$ cat src/sv/tlvdp_pkg.sv
`default_nettype none

package tlvdp_pkg;

  localparam logic [7:0] MAGIC_VALUE   = 8'd95;
  localparam logic [7:0] VERSION_VALUE = 8'd1;
  localparam logic [7:0] FIXED_PART    = 8'd26;
  localparam logic [7:0] HASH_BYTES    = 8'd16;
  localparam logic [7:0] ID_BYTES      = 8'd8;

  localparam logic [7:0] TYPE_PAD1      = 8'd0;
  localparam logic [7:0] TYPE_PADN      = 8'd1;
  localparam logic [7:0] TYPE_REQ_ALL   = 8'd2;
  localparam logic [7:0] TYPE_PEER      = 8'd3;
  localparam logic [7:0] TYPE_NET_HASH  = 8'd4;
  localparam logic [7:0] TYPE_REQ_STATE = 8'd5;
  localparam logic [7:0] TYPE_NODE_HASH = 8'd6;
  localparam logic [7:0] TYPE_NODE_REQ  = 8'd7;
  localparam logic [7:0] TYPE_NODE_DATA = 8'd8;
  localparam logic [7:0] TYPE_WARNING   = 8'd9;

  localparam logic [1:0] KIND_TLV     = 2'd0;
  localparam logic [1:0] KIND_PAYLOAD = 2'd1;
  localparam logic [1:0] KIND_STATUS  = 2'd2;

  localparam logic [3:0] ST_OK        = 4'd0;
  localparam logic [3:0] ST_MAGIC     = 4'd1;
  localparam logic [3:0] ST_VERSION   = 4'd2;
  localparam logic [3:0] ST_BODY_LONG = 4'd3;
  localparam logic [3:0] ST_OVERRUN   = 4'd4;
  localparam logic [3:0] ST_PADN      = 4'd5;
  localparam logic [3:0] ST_LENGTH    = 4'd6;
  localparam logic [3:0] ST_DATA_LONG = 4'd7;
  localparam logic [3:0] ST_TRUNCATED = 4'd8;

  localparam logic [1:0] CFG_MAX_BODY = 2'd0;
  localparam logic [1:0] CFG_MAX_DATA = 2'd1;

  typedef enum logic [5:0] {
    PH_HEADER = 6'b000001,
    PH_TYPE   = 6'b000010,
    PH_LENGTH = 6'b000100,
    PH_VALUE  = 6'b001000,
    PH_TAIL   = 6'b010000,
    PH_FAULT  = 6'b100000
  } phase_e;

  typedef struct packed {
    logic [7:0] byte_value;
    logic       end_of_datagram;
  } in_req_t;

  typedef struct packed {
    logic [1:0]  record_kind;
    logic [7:0]  tlv_type;
    logic [63:0] node_id;
    logic [15:0] sequence_number;
    logic [63:0] hash_high;
    logic [63:0] hash_low;
    logic [15:0] peer_port;
    logic [7:0]  payload_byte;
    logic [7:0]  payload_length;
    logic [3:0]  status;
    logic        last_result;
  } out_req_t;

  function automatic logic [7:0] fixed_need(input logic [7:0] t);
    logic [7:0] r;
    begin
      case (t)
        TYPE_PEER:      r = HASH_BYTES + 8'd2;
        TYPE_NET_HASH:  r = HASH_BYTES;
        TYPE_NODE_HASH: r = FIXED_PART;
        TYPE_NODE_REQ:  r = ID_BYTES;
        TYPE_NODE_DATA: r = FIXED_PART;
        default:        r = 8'd0;
      endcase
      return r;
    end
  endfunction

  function automatic logic [7:0] payload_size(input logic [7:0] t, input logic [7:0] len);
    logic [7:0] r;
    begin
      r = 8'd0;
      if (t == TYPE_NODE_DATA && len >= FIXED_PART) begin
        r = len - FIXED_PART;
      end else if (t == TYPE_WARNING) begin
        r = len;
      end
      return r;
    end
  endfunction

endpackage

`default_nettype wire

$ cat src/sv/tlv_datagram_parser_unit.sv
// Byte-serial datagram parser: 4-byte header (magic, version, body length)
// followed by a body of TLVs.
// Input channel: one datagram byte per request (in_valid_i / in_stall_o),
// end_of_datagram set on the final byte. Output channel: records, payload
// bytes and one status result per datagram (out_valid_o / out_stall_i).
// Config channel (cfg_valid_i / cfg_ready_o, always ready): index 0 sets
// the body length limit, index 1 the type 8 payload limit; write only idle.
// Each byte is parsed in the cycle it is accepted and its results (at most
// two: one record plus the status on the last byte) are written into a
// 4-entry output queue, so a result is in the queue in the cycle after its byte.
// Throughput is one byte per cycle while the consumer keeps up; the queue
// drains one result per cycle while out_stall_i is low, and input stalls
// when fewer than two queue slots are free. A stalled output holds its
// head result unchanged. Reset empties the queue, returns the parser to the
// header phase and loads the limits with 1020 and 192.
`default_nettype none

module tlv_datagram_parser_unit (
  input  wire logic                clk_i,
  input  wire logic                rst_ni,
  input  wire logic                in_valid_i,
  output logic                     in_stall_o,
  input  wire tlvdp_pkg::in_req_t  in_data_i,
  output logic                     out_valid_o,
  input  wire logic                out_stall_i,
  output tlvdp_pkg::out_req_t      out_data_o,
  input  wire logic                cfg_valid_i,
  output logic                     cfg_ready_o,
  input  wire logic [1:0]          cfg_index_i,
  input  wire logic [15:0]         cfg_data_i
);

  localparam int unsigned QDepth = 4;
  localparam int unsigned QAw    = $clog2(QDepth);

  tlvdp_pkg::phase_e phase_q, phase_d;
  logic [15:0] pos_q, pos_d;
  logic [15:0] body_end_q, body_end_d;
  logic [7:0]  type_q, type_d;
  logic [7:0]  len_q, len_d;
  logic [7:0]  vidx_q, vidx_d;
  logic [63:0] id_q, id_d;
  logic [15:0] seq_q, seq_d;
  logic [63:0] hh_q, hh_d;
  logic [63:0] hl_q, hl_d;
  logic [15:0] port_q, port_d;
  logic [3:0]  err_q, err_d;
  logic [15:0] max_body_q;
  logic [7:0]  max_data_q;

  tlvdp_pkg::out_req_t queue_q [QDepth];
  logic [QAw-1:0] wr_ptr_q, rd_ptr_q;
  logic [QAw:0]   count_q;

  logic        in_fire, out_fire;
  logic [7:0]  b;
  logic [15:0] pos_inc, left;
  logic [7:0]  need, k1;
  logic        rec_valid, rec_payload, stat_valid;
  tlvdp_pkg::out_req_t rec, stat;
  logic [1:0]  n_push;

  assign in_fire     = in_valid_i && !in_stall_o;
  assign out_fire    = out_valid_o && !out_stall_i;
  assign in_stall_o  = count_q > (QAw+1)'(QDepth - 2);
  assign out_valid_o = count_q != '0;
  assign out_data_o  = queue_q[rd_ptr_q];
  assign cfg_ready_o = 1'b1;

  assign b       = in_data_i.byte_value;
  assign pos_inc = pos_q + 16'd1;
  assign left    = body_end_q - pos_inc;
  assign need    = tlvdp_pkg::fixed_need(type_q);
  assign k1      = vidx_q + 8'd1;

  always_comb begin
    phase_d    = phase_q;
    pos_d      = pos_q;
    body_end_d = body_end_q;
    type_d     = type_q;
    len_d      = len_q;
    vidx_d     = vidx_q;
    id_d       = id_q;
    seq_d      = seq_q;
    hh_d       = hh_q;
    hl_d       = hl_q;
    port_d     = port_q;
    err_d      = err_q;
    rec_valid  = 1'b0;
    rec_payload = 1'b0;
    stat_valid = 1'b0;
    rec        = '0;
    stat       = '0;
    if (in_fire) begin
      case (phase_q)
        tlvdp_pkg::PH_HEADER: begin
          case (pos_q[1:0])
            2'd0: begin
              if (b != tlvdp_pkg::MAGIC_VALUE) begin
                err_d = tlvdp_pkg::ST_MAGIC;
                phase_d = tlvdp_pkg::PH_FAULT;
              end
            end
            2'd1: begin
              if (b != tlvdp_pkg::VERSION_VALUE) begin
                err_d = tlvdp_pkg::ST_VERSION;
                phase_d = tlvdp_pkg::PH_FAULT;
              end
            end
            2'd2: body_end_d = {b, 8'd0};
            default: begin
              body_end_d = {body_end_q[15:8], b};
              if ({body_end_q[15:8], b} > max_body_q) begin
                err_d = tlvdp_pkg::ST_BODY_LONG;
                phase_d = tlvdp_pkg::PH_FAULT;
              end else begin
                phase_d = (body_end_q[15:8] == 8'd0 && b == 8'd0) ?
                          tlvdp_pkg::PH_TAIL : tlvdp_pkg::PH_TYPE;
              end
            end
          endcase
          pos_d = (phase_d == tlvdp_pkg::PH_HEADER) ? pos_inc : 16'd0;
        end
        tlvdp_pkg::PH_TYPE: begin
          pos_d = pos_inc;
          if (b == tlvdp_pkg::TYPE_PAD1) begin
            phase_d = (pos_inc == body_end_q) ? tlvdp_pkg::PH_TAIL : tlvdp_pkg::PH_TYPE;
          end else if (pos_inc == body_end_q) begin
            err_d = tlvdp_pkg::ST_OVERRUN;
            phase_d = tlvdp_pkg::PH_FAULT;
          end else begin
            type_d  = b;
            len_d   = 8'd0;
            vidx_d  = 8'd0;
            id_d    = '0;
            seq_d   = '0;
            hh_d    = '0;
            hl_d    = '0;
            port_d  = '0;
            phase_d = tlvdp_pkg::PH_LENGTH;
          end
        end
        tlvdp_pkg::PH_LENGTH: begin
          pos_d = pos_inc;
          len_d = b;
          if ({8'd0, b} > left) begin
            err_d = tlvdp_pkg::ST_OVERRUN;
            phase_d = tlvdp_pkg::PH_FAULT;
          end else if ((type_q == tlvdp_pkg::TYPE_REQ_ALL ||
                         type_q == tlvdp_pkg::TYPE_REQ_STATE) && b != 8'd0) begin
            err_d = tlvdp_pkg::ST_LENGTH;
            phase_d = tlvdp_pkg::PH_FAULT;
          end else if (b < need) begin
            err_d = tlvdp_pkg::ST_LENGTH;
            phase_d = tlvdp_pkg::PH_FAULT;
          end else if (type_q == tlvdp_pkg::TYPE_NODE_DATA &&
                       (b - tlvdp_pkg::FIXED_PART) > max_data_q) begin
            err_d = tlvdp_pkg::ST_DATA_LONG;
            phase_d = tlvdp_pkg::PH_FAULT;
          end else if (b == 8'd0) begin
            rec_valid = type_q >= tlvdp_pkg::TYPE_PADN && type_q <= tlvdp_pkg::TYPE_WARNING;
            phase_d = (pos_inc == body_end_q) ? tlvdp_pkg::PH_TAIL : tlvdp_pkg::PH_TYPE;
          end else begin
            rec_valid = type_q == tlvdp_pkg::TYPE_WARNING;
            vidx_d = 8'd0;
            phase_d = tlvdp_pkg::PH_VALUE;
          end
        end
        tlvdp_pkg::PH_VALUE: begin
          pos_d = pos_inc;
          if (type_q == tlvdp_pkg::TYPE_PADN && b != 8'd0) begin
            err_d = tlvdp_pkg::ST_PADN;
            phase_d = tlvdp_pkg::PH_FAULT;
          end else begin
            case (type_q)
              tlvdp_pkg::TYPE_PEER, tlvdp_pkg::TYPE_NET_HASH: begin
                if (vidx_q < 8'd8) begin
                  hh_d = {hh_q[55:0], b};
                end else if (vidx_q < 8'd16) begin
                  hl_d = {hl_q[55:0], b};
                end else if (vidx_q < 8'd18 && type_q == tlvdp_pkg::TYPE_PEER) begin
                  port_d = {port_q[7:0], b};
                end
              end
              tlvdp_pkg::TYPE_NODE_HASH, tlvdp_pkg::TYPE_NODE_DATA: begin
                if (vidx_q < 8'd8) begin
                  id_d = {id_q[55:0], b};
                end else if (vidx_q < 8'd10) begin
                  seq_d = {seq_q[7:0], b};
                end else if (vidx_q < 8'd18) begin
                  hh_d = {hh_q[55:0], b};
                end else if (vidx_q < tlvdp_pkg::FIXED_PART) begin
                  hl_d = {hl_q[55:0], b};
                end else if (type_q == tlvdp_pkg::TYPE_NODE_DATA) begin
                  rec_valid = 1'b1;
                  rec_payload = 1'b1;
                end
              end
              tlvdp_pkg::TYPE_NODE_REQ: begin
                if (vidx_q < 8'd8) begin
                  id_d = {id_q[55:0], b};
                end
              end
              tlvdp_pkg::TYPE_WARNING: begin
                rec_valid = 1'b1;
                rec_payload = 1'b1;
              end
              default: ;
            endcase
            vidx_d = k1;
            if (type_q == tlvdp_pkg::TYPE_NODE_DATA && k1 == tlvdp_pkg::FIXED_PART) begin
              rec_valid = 1'b1;
            end
            if (k1 == len_q) begin
              if (type_q >= tlvdp_pkg::TYPE_PADN && type_q <= tlvdp_pkg::TYPE_NODE_REQ) begin
                rec_valid = 1'b1;
              end
              phase_d = (pos_inc == body_end_q) ? tlvdp_pkg::PH_TAIL : tlvdp_pkg::PH_TYPE;
            end
          end
        end
        default: ;
      endcase

      rec.record_kind    = rec_payload ? tlvdp_pkg::KIND_PAYLOAD : tlvdp_pkg::KIND_TLV;
      rec.tlv_type       = type_d;
      rec.node_id        = rec_payload ? 64'd0 : id_d;
      rec.sequence_number = rec_payload ? 16'd0 : seq_d;
      rec.hash_high      = rec_payload ? 64'd0 : hh_d;
      rec.hash_low       = rec_payload ? 64'd0 : hl_d;
      rec.peer_port      = rec_payload ? 16'd0 : port_d;
      rec.payload_byte   = rec_payload ? b : 8'd0;
      rec.payload_length = tlvdp_pkg::payload_size(type_d, len_d);

      if (in_data_i.end_of_datagram) begin
        stat_valid = 1'b1;
        stat.record_kind = tlvdp_pkg::KIND_STATUS;
        stat.last_result = 1'b1;
        if (err_d != tlvdp_pkg::ST_OK) begin
          stat.status = err_d;
        end else begin
          stat.status = (phase_d == tlvdp_pkg::PH_TAIL) ?
                        tlvdp_pkg::ST_OK : tlvdp_pkg::ST_TRUNCATED;
        end
        phase_d    = tlvdp_pkg::PH_HEADER;
        pos_d      = '0;
        body_end_d = '0;
        type_d     = '0;
        len_d      = '0;
        vidx_d     = '0;
        id_d       = '0;
        seq_d      = '0;
        hh_d       = '0;
        hl_d       = '0;
        port_d     = '0;
        err_d      = tlvdp_pkg::ST_OK;
      end
    end
  end

  assign n_push = {1'b0, rec_valid} + {1'b0, stat_valid};

  always_ff @(posedge clk_i or negedge rst_ni) begin
    if (!rst_ni) begin
      phase_q    <= tlvdp_pkg::PH_HEADER;
      pos_q      <= '0;
      body_end_q <= '0;
      type_q     <= '0;
      len_q      <= '0;
      vidx_q     <= '0;
      id_q       <= '0;
      seq_q      <= '0;
      hh_q       <= '0;
      hl_q       <= '0;
      port_q     <= '0;
      err_q      <= tlvdp_pkg::ST_OK;
      max_body_q <= 16'd1020;
      max_data_q <= 8'd192;
      wr_ptr_q   <= '0;
      rd_ptr_q   <= '0;
      count_q    <= '0;
    end else begin
      phase_q    <= phase_d;
      pos_q      <= pos_d;
      body_end_q <= body_end_d;
      type_q     <= type_d;
      len_q      <= len_d;
      vidx_q     <= vidx_d;
      id_q       <= id_d;
      seq_q      <= seq_d;
      hh_q       <= hh_d;
      hl_q       <= hl_d;
      port_q     <= port_d;
      err_q      <= err_d;
      if (cfg_valid_i && cfg_ready_o) begin
        if (cfg_index_i == tlvdp_pkg::CFG_MAX_BODY) begin
          max_body_q <= cfg_data_i;
        end else if (cfg_index_i == tlvdp_pkg::CFG_MAX_DATA) begin
          max_data_q <= cfg_data_i[7:0];
        end
      end
      wr_ptr_q <= wr_ptr_q + QAw'(n_push);
      if (out_fire) begin
        rd_ptr_q <= rd_ptr_q + QAw'(1);
      end
      count_q <= count_q + (QAw+1)'(n_push) - (QAw+1)'(out_fire);
    end
  end

  always_ff @(posedge clk_i) begin
    if (rec_valid) begin
      queue_q[wr_ptr_q] <= rec;
    end
    if (stat_valid) begin
      queue_q[wr_ptr_q + QAw'(rec_valid)] <= stat;
    end
  end

endmodule

`default_nettype wire
$ cat config.mk
export PLATFORM = sky130hd
export DESIGN_NAME = tlv_datagram_parser_unit
export DESIGN_NICKNAME = d
export VERILOG_FILES = /design/src/sv/tlvdp_pkg.sv /design/src/sv/tlv_datagram_parser_unit.sv
export SDC_FILE = /design/constraint.sdc
export NUM_CORES = 2
export LEC_CHECK = 0
export ABC_AREA = 1
export BUFFER_PORTS_ARGS = -buffer_cell sky130_fd_sc_hd__buf_2
export CAP_MARGIN = 20
export CORE_UTILIZATION = 40
export DETAILED_ROUTE_END_ITERATION = 8
export HOLD_SLACK_MARGIN = 0.02
export PLACE_DENSITY_LB_ADDON = 0.1
export SYNTH_ARGS = -nofsm -noshare
export SYNTH_HDL_FRONTEND = slang
export SYNTH_SLANG_ARGS = --single-unit
export TNS_END_PERCENT = 20
$ cat constraint.sdc
create_clock -name clk_i -period 10.3 [get_ports clk_i]
set_input_delay 2.06 -clock clk_i [delete_from_list [all_inputs] [get_ports clk_i]]
set_output_delay 2.06 -clock clk_i [all_outputs]
set_load 0.005 [all_outputs]
# After elaboration in Yosys (flattened, before gate mapping)
# Memory sizes are Yosys's and may differ from the RTL's.
# Cells that the tools add are included.
# Widths: inputs -> output; s select.
[word_totals]
regBits = 321
ram_bits = 1020
input_bits = 32
out_inout_bits = 258
wordCells = 264
n_memories = 1
[op_classes]
n_addsub = 11
n_lt_le_gt_ge = 14
n_eq_ne = 34
mux = 149
bitwise_logic = 1
reduce_logical = 36
[mem_list]
columns = ["memory", "words", "word_bits", "read_ports", "rd_clocked_by_memory_dff", "write_ports", "line_no", "rtl"]
rows = [
  ["queue_q", 4, 255, 1, 0, 2, "tlv_datagram_parser_unit.sv:51", "tlvdp_pkg::out_req_t queue_q [QDepth];"],
]
[op_table]
columns = ["cell", "count"]
rows = [
  ["$mux 64", 27],
  ["$pmux 64 s2", 5],
  ["$mux 16", 21],
  ["$mux 249", 1],
  ["$mux 8", 21],
  ["$pmux 16 s2", 4],
  ["$mux 6", 15],
  ["$mux 4", 14],
  ["$eq 8x3->1 const B", 4],
  ["$eq 8x4->1 const B", 4],
  ["$mux 1", 25],
  ["$mux 5", 5],
  ["$lt 8x5->1 const B", 3],
  ["$ne 3x3->1 const B", 8],
  ["$pmux 6 s4", 1],
  ["$pmux 8 s3", 1],
  ["$pmux 5 s4", 1],
  ["$pmux 6 s3", 1],
  ["$add 16x1->16 const B", 1],
  ["$eq 16x16->1", 1],
  ["$eq 8x2->1 const B", 2],
  ["$gt 16x16->1", 1],
  ["$gt 8x16->1", 1],
  ["$logic_not 8->1", 2],
  ["other kinds (50)", 76],
]

# Longest topological paths before layout
[logic_depth]
word_depth = 16
mapped_depth = 38
depth_no_buf = 34

# Worst setup path after synthesis
# Ideal clock, no wire load.
[synth_timing]
path_type = "input to register"
start = "input port in_data_i[2] (netlist bit)"
end = "memory queue_q[1][127] (netlist bit)"
setup_time_ns = 0.119
t_arrival_ns = 6.054
required_ns = 10.181
setup_slack_ns = 4.127
cell_stages = 29
n_path_buf = 4
path_cell_list = "inv_1 clkbuf_1 ha_1 nor2_1 nand2_1 nand2_1 xor2_1 ha_1 a21oi_1 o21a_1 nand2_1 nand3_1 inv_1 nor2_2 nand3_4 a21oi_4 ha_1 nand2_1 nand2_1 inv_2 nor3_1 inv_2 nand2_4 inv_2 buf_6 buf_8 buf_6 nand2_2 o21ai_2"
[synth_rtl]
columns = ["item", "line_no", "rtl"]
rows = [
  ["start, declared", "tlv_datagram_parser_unit.sv:23", "input wire tlvdp_pkg::in_req_t in_data_i,"],
  ["end, declared", "tlv_datagram_parser_unit.sv:51", ""],
]

==> metrics <==
run status finished, violations left; violated checks DRC; top-area cell type share of the netlist area roughly 33%; Clk Latency, worst-skew pair approximately 0.81 ns; prevailing post-synth register cell dfxtp_1; post-detailed-route via-to-cell ratio around 5.5; period utilization between 60 and 70%; first-pass GRT wire length about 330,000 um; Clock Power Share slightly below 30%; die area ~150,000 um^2; DRC errors left 2; final hold vios 0; maximum capacitance violations 0; switching power total 7.49 mW; crit path launch type primary input; share of post-route cells with drive strength above 1 about a tenth; total global routing overflow 0; static power due to leakage between 30 and 40 nW; r2r endpoint queue_q[1][210]; cell taking the most area after synthesis dfxtp_1; final wirelength roughly 220,000 um; cell area after synthesis between 60,000 and 70,000 um^2; number of enable-type register cells in the synthesized netlist 20; Commonest cells post-synth nand2_1 (2,147), dfxtp_1 (996), o21ai_0 (857), nor2_1 (652), inv_1 (640); die span in y about 390 um; Peak Freq 0.140 GHz; crit path time final 7.15 ns; Routed wire per std cell 21.1 um; num ports 290; class of the most critical setup path primary input to flop; cell count of the worst hold path 2; Critical R2R Launch pos_q[1]; combinational cell fraction of total power between 30% and 40%; P_int between 10 and 15 mW; setup violation total in the final timing report 0; count of unique library cells instantiated by Yosys 60; # resized after CTS 0; number of buffers between clock root and the deepest sink 3; starting density of the core approximately two fifths; FP Rows 142; switching power as a share of total power 41.0%; largest net degree at the start of global routing ~200; clock buffers created by TritonCTS 154; number of buffers added to fix hold violations after cts 0; Clock Sink Count around 1,300; Max H-tree Level 4; Final GP Congestion ~0.90; CP endpoint kind flop; setup slack after placement approximately 2.5 ns; net count after synthesis approximately 8,300; Hold Path Origin queue_q[0][249]; total vias in the final route ~56,000; dpl hpwl around 120,000 um; CTS Root Cell clkbuf_16; antenna violation net count after detailed routing 0; max-slew violation total from the final report 0; synthesis-to-finish area growth 11.6%; count of synthesis-stage warnings from yosys 0; register clock-pin slew on the reported worst setup and hold paths approximately 0.050 ns; CP Max Fanout 160; Fill cells approximately 15,000; setup slack of the critical path after layout 3.15 ns; share of the yosys chip area belonging to registers between 40 and 50%; most frequently used cell type in the post-synthesis netlist nand2_1; GRT Total Usage between 20% and 30%; PwrDens 272 nW/um^2; proportion of synthesized flip-flops having asynchronous set or reset about 24%; Hold EP queue_q[0][249]; Synth Instances approximately 8,200; maximum resistive drop on vdd 449 uV; Worst EP required between 10 and 15 ns; Die X 390 um; first-pass iteration count of the detailed router 9; Worst Skew between 0.02 and 0.03 ns; number of antenna violations at the first check in global routing 8; # port buffers between 200 and 300; Hold/Removal Path Class flop to flop; ranking of synthesized cells by area dfxtp_1 (33%), nand2_1 (13%), dfrtp_1 (13%); flip-flop and latch count after synthesis ~1,300; depth of the worst register-to-register path 33; critical path arrival 7.83 ns; synthesized area per cell about 7.4 um^2; number of post-CTS setup repair buffers 0; final core occ between 40% and 50%; count of nets after finishing about 8,000; launch point of the worst path in_data_i[3]; actual transition at the worst max-transition pin between 1 and 1.5 ns; Rel. slew slack approximately a fifth; power share of the sequential group 32.0%; Detailed Route Iter0 Violations 4,368; R2R setup slack roughly 3.3 ns; vias in the first global route about 54,000; Post-Route Setup TNS 0 ns; TritonCTS clock tree done; setup repair after global routing missed its margin false; core outline area about 150,000 um^2
## power by group through the flow
| stage | combinational, mW | sequential [mW] | clock (mW) |
|---|---|---|---|
| finish | 7.00 | 5.86 | 5.43 |
| global route | 7.72 | 5.91 | 5.75 |
| CTS | 6.99 | 5.86 | 5.54 |
| detailed placement | 6.95 | 5.97 | 0 |
| global placement | 6.94 | 5.96 | 0 |
| floorplan | 4.21 | 5.90 | 0 |
## how the worst max path moves through the flow
stage | end | slack (ns)
final | queue_q[3][163] | 3.15
after global routing | queue_q[1][50] | 2.63
after CTS | queue_q[2][14] | 3.24
after detailed placement | queue_q[2][14] | 2.46
after global placement | queue_q[1][210] | 2.44
after floorplan | queue_q[1][127] | 4.13
## critical path: stages
cell	delay, ns
buf_2	0.19
inv_1	0.61
ha_1	0.31
nor2_1	0.06
nand2_1	0.08
nand2_1	0.08
xor2_1	0.15
ha_1	0.32
a21oi_1	0.18
o21a_1	0.15
nand2_1	0.06
nand3_1	0.12
inv_1	0.08
nor2_2	0.22
nand3_4	0.12
a21oi_4	0.24
ha_1	0.22
or2_2	0.11
nand2_1	0.08
nor3_1	0.77
inv_8	0.45
buf_12	0.45
nand3_1	0.29
nand2_1	0.07
## cells by family (layout without fill, tap and decap cells)
logic type               count (synthesis)  after routing  synth area share (%)
AND/OR/NAND/NOR                       3582           3582                  24.6
AO/OA/AOI/OAI                         1908           1908                  17.4
flip-flops                            1337           1337                  47.4
buffers and inverters                 1269           1315                  8.79
adder cells (fa/ha/maj)                 65             65                  1.37
XOR/XNOR                                25             25                 0.363
other                                    1              5               0.00622
## cells in the final DEF (no fill, tap or decap), types with 16 or more instances in the layout
cell type	count
clkbuf_8	29
buf_4	48
clkbuf_16	155
xor2_1	16
inv_2	23
nand2_2	59
o21ai_2	47
nand4_1	56
o31ai_1	17
nand2_1	2147
nand3_1	602
clkbuf_1	68
o22ai_1	476
inv_1	639
nor2_1	649
o21ai_1	405
buf_2	287
edfxtp_1	20
a21oi_1	63
ha_1	63
o21ai_0	857
dfxtp_1	996
dfrtp_1	308
## through the flow
stage               hold slack, ns  instance area [um^2]  total power, mW  std cells
finish                       0.427                 67300             18.3      10300
global route                 0.441                 67300             19.4      10200
CTS                          0.426                 67200             18.4      10200
detailed placement           0.417                 62300             12.9       9960
global placement             0.414                 62300             12.9       9960
floorplan                    0.408                 60300             10.1       8187
## cell type report
| class | count | area (um^2) | share of cell area [%] |
|---|---|---|---|
| Sequential cell | 1337 | 28600 | 42.5 |
| Multi-Input combinational cell | 5581 | 26500 | 39.3 |
| Clock buffer | 252 | 4530 | 6.74 |
| Inverter | 675 | 2600 | 3.86 |
| Tap cell | 2016 | 2520 | 3.75 |
| Timing Repair Buffer | 352 | 2140 | 3.18 |
| Clock inverter | 36 | 413 | 0.614 |
| Antenna cell | 4 | 10.0 | 0.0149 |
## metal layers
metal  wire length [um]  up-vias  GRT usage [%]  share of wire [%]
met4               6020        0           9.16                2.8
met3              14900      333           4.31                6.9
met2              97100     1926           44.4                 45
met5                  0        -              0                  0
met1              98300    27100           38.5                 45
li1                   -    26800              -                  -
## registers in the layout (all words and copies together) (netlist names)
| name | cells |
|---|---|
| id_q | 64 |
| hh_q | 64 |
| seq_q | 16 |
| hl_q | 64 |
| max_body_q | 16 |
| len_q | 8 |
| max_data_q | 8 |
| rd_ptr_q | 2 |
| pos_q | 16 |
| err_q | 4 |
| port_q | 16 |
| wr_ptr_q | 2 |
| type_q | 8 |
| phase_q | 6 |
| body_end_q | 16 |
| count_q | 3 |
| queue_q | 1016 |
| vidx_q | 8 |
Power figures use the tool's default switching activity.
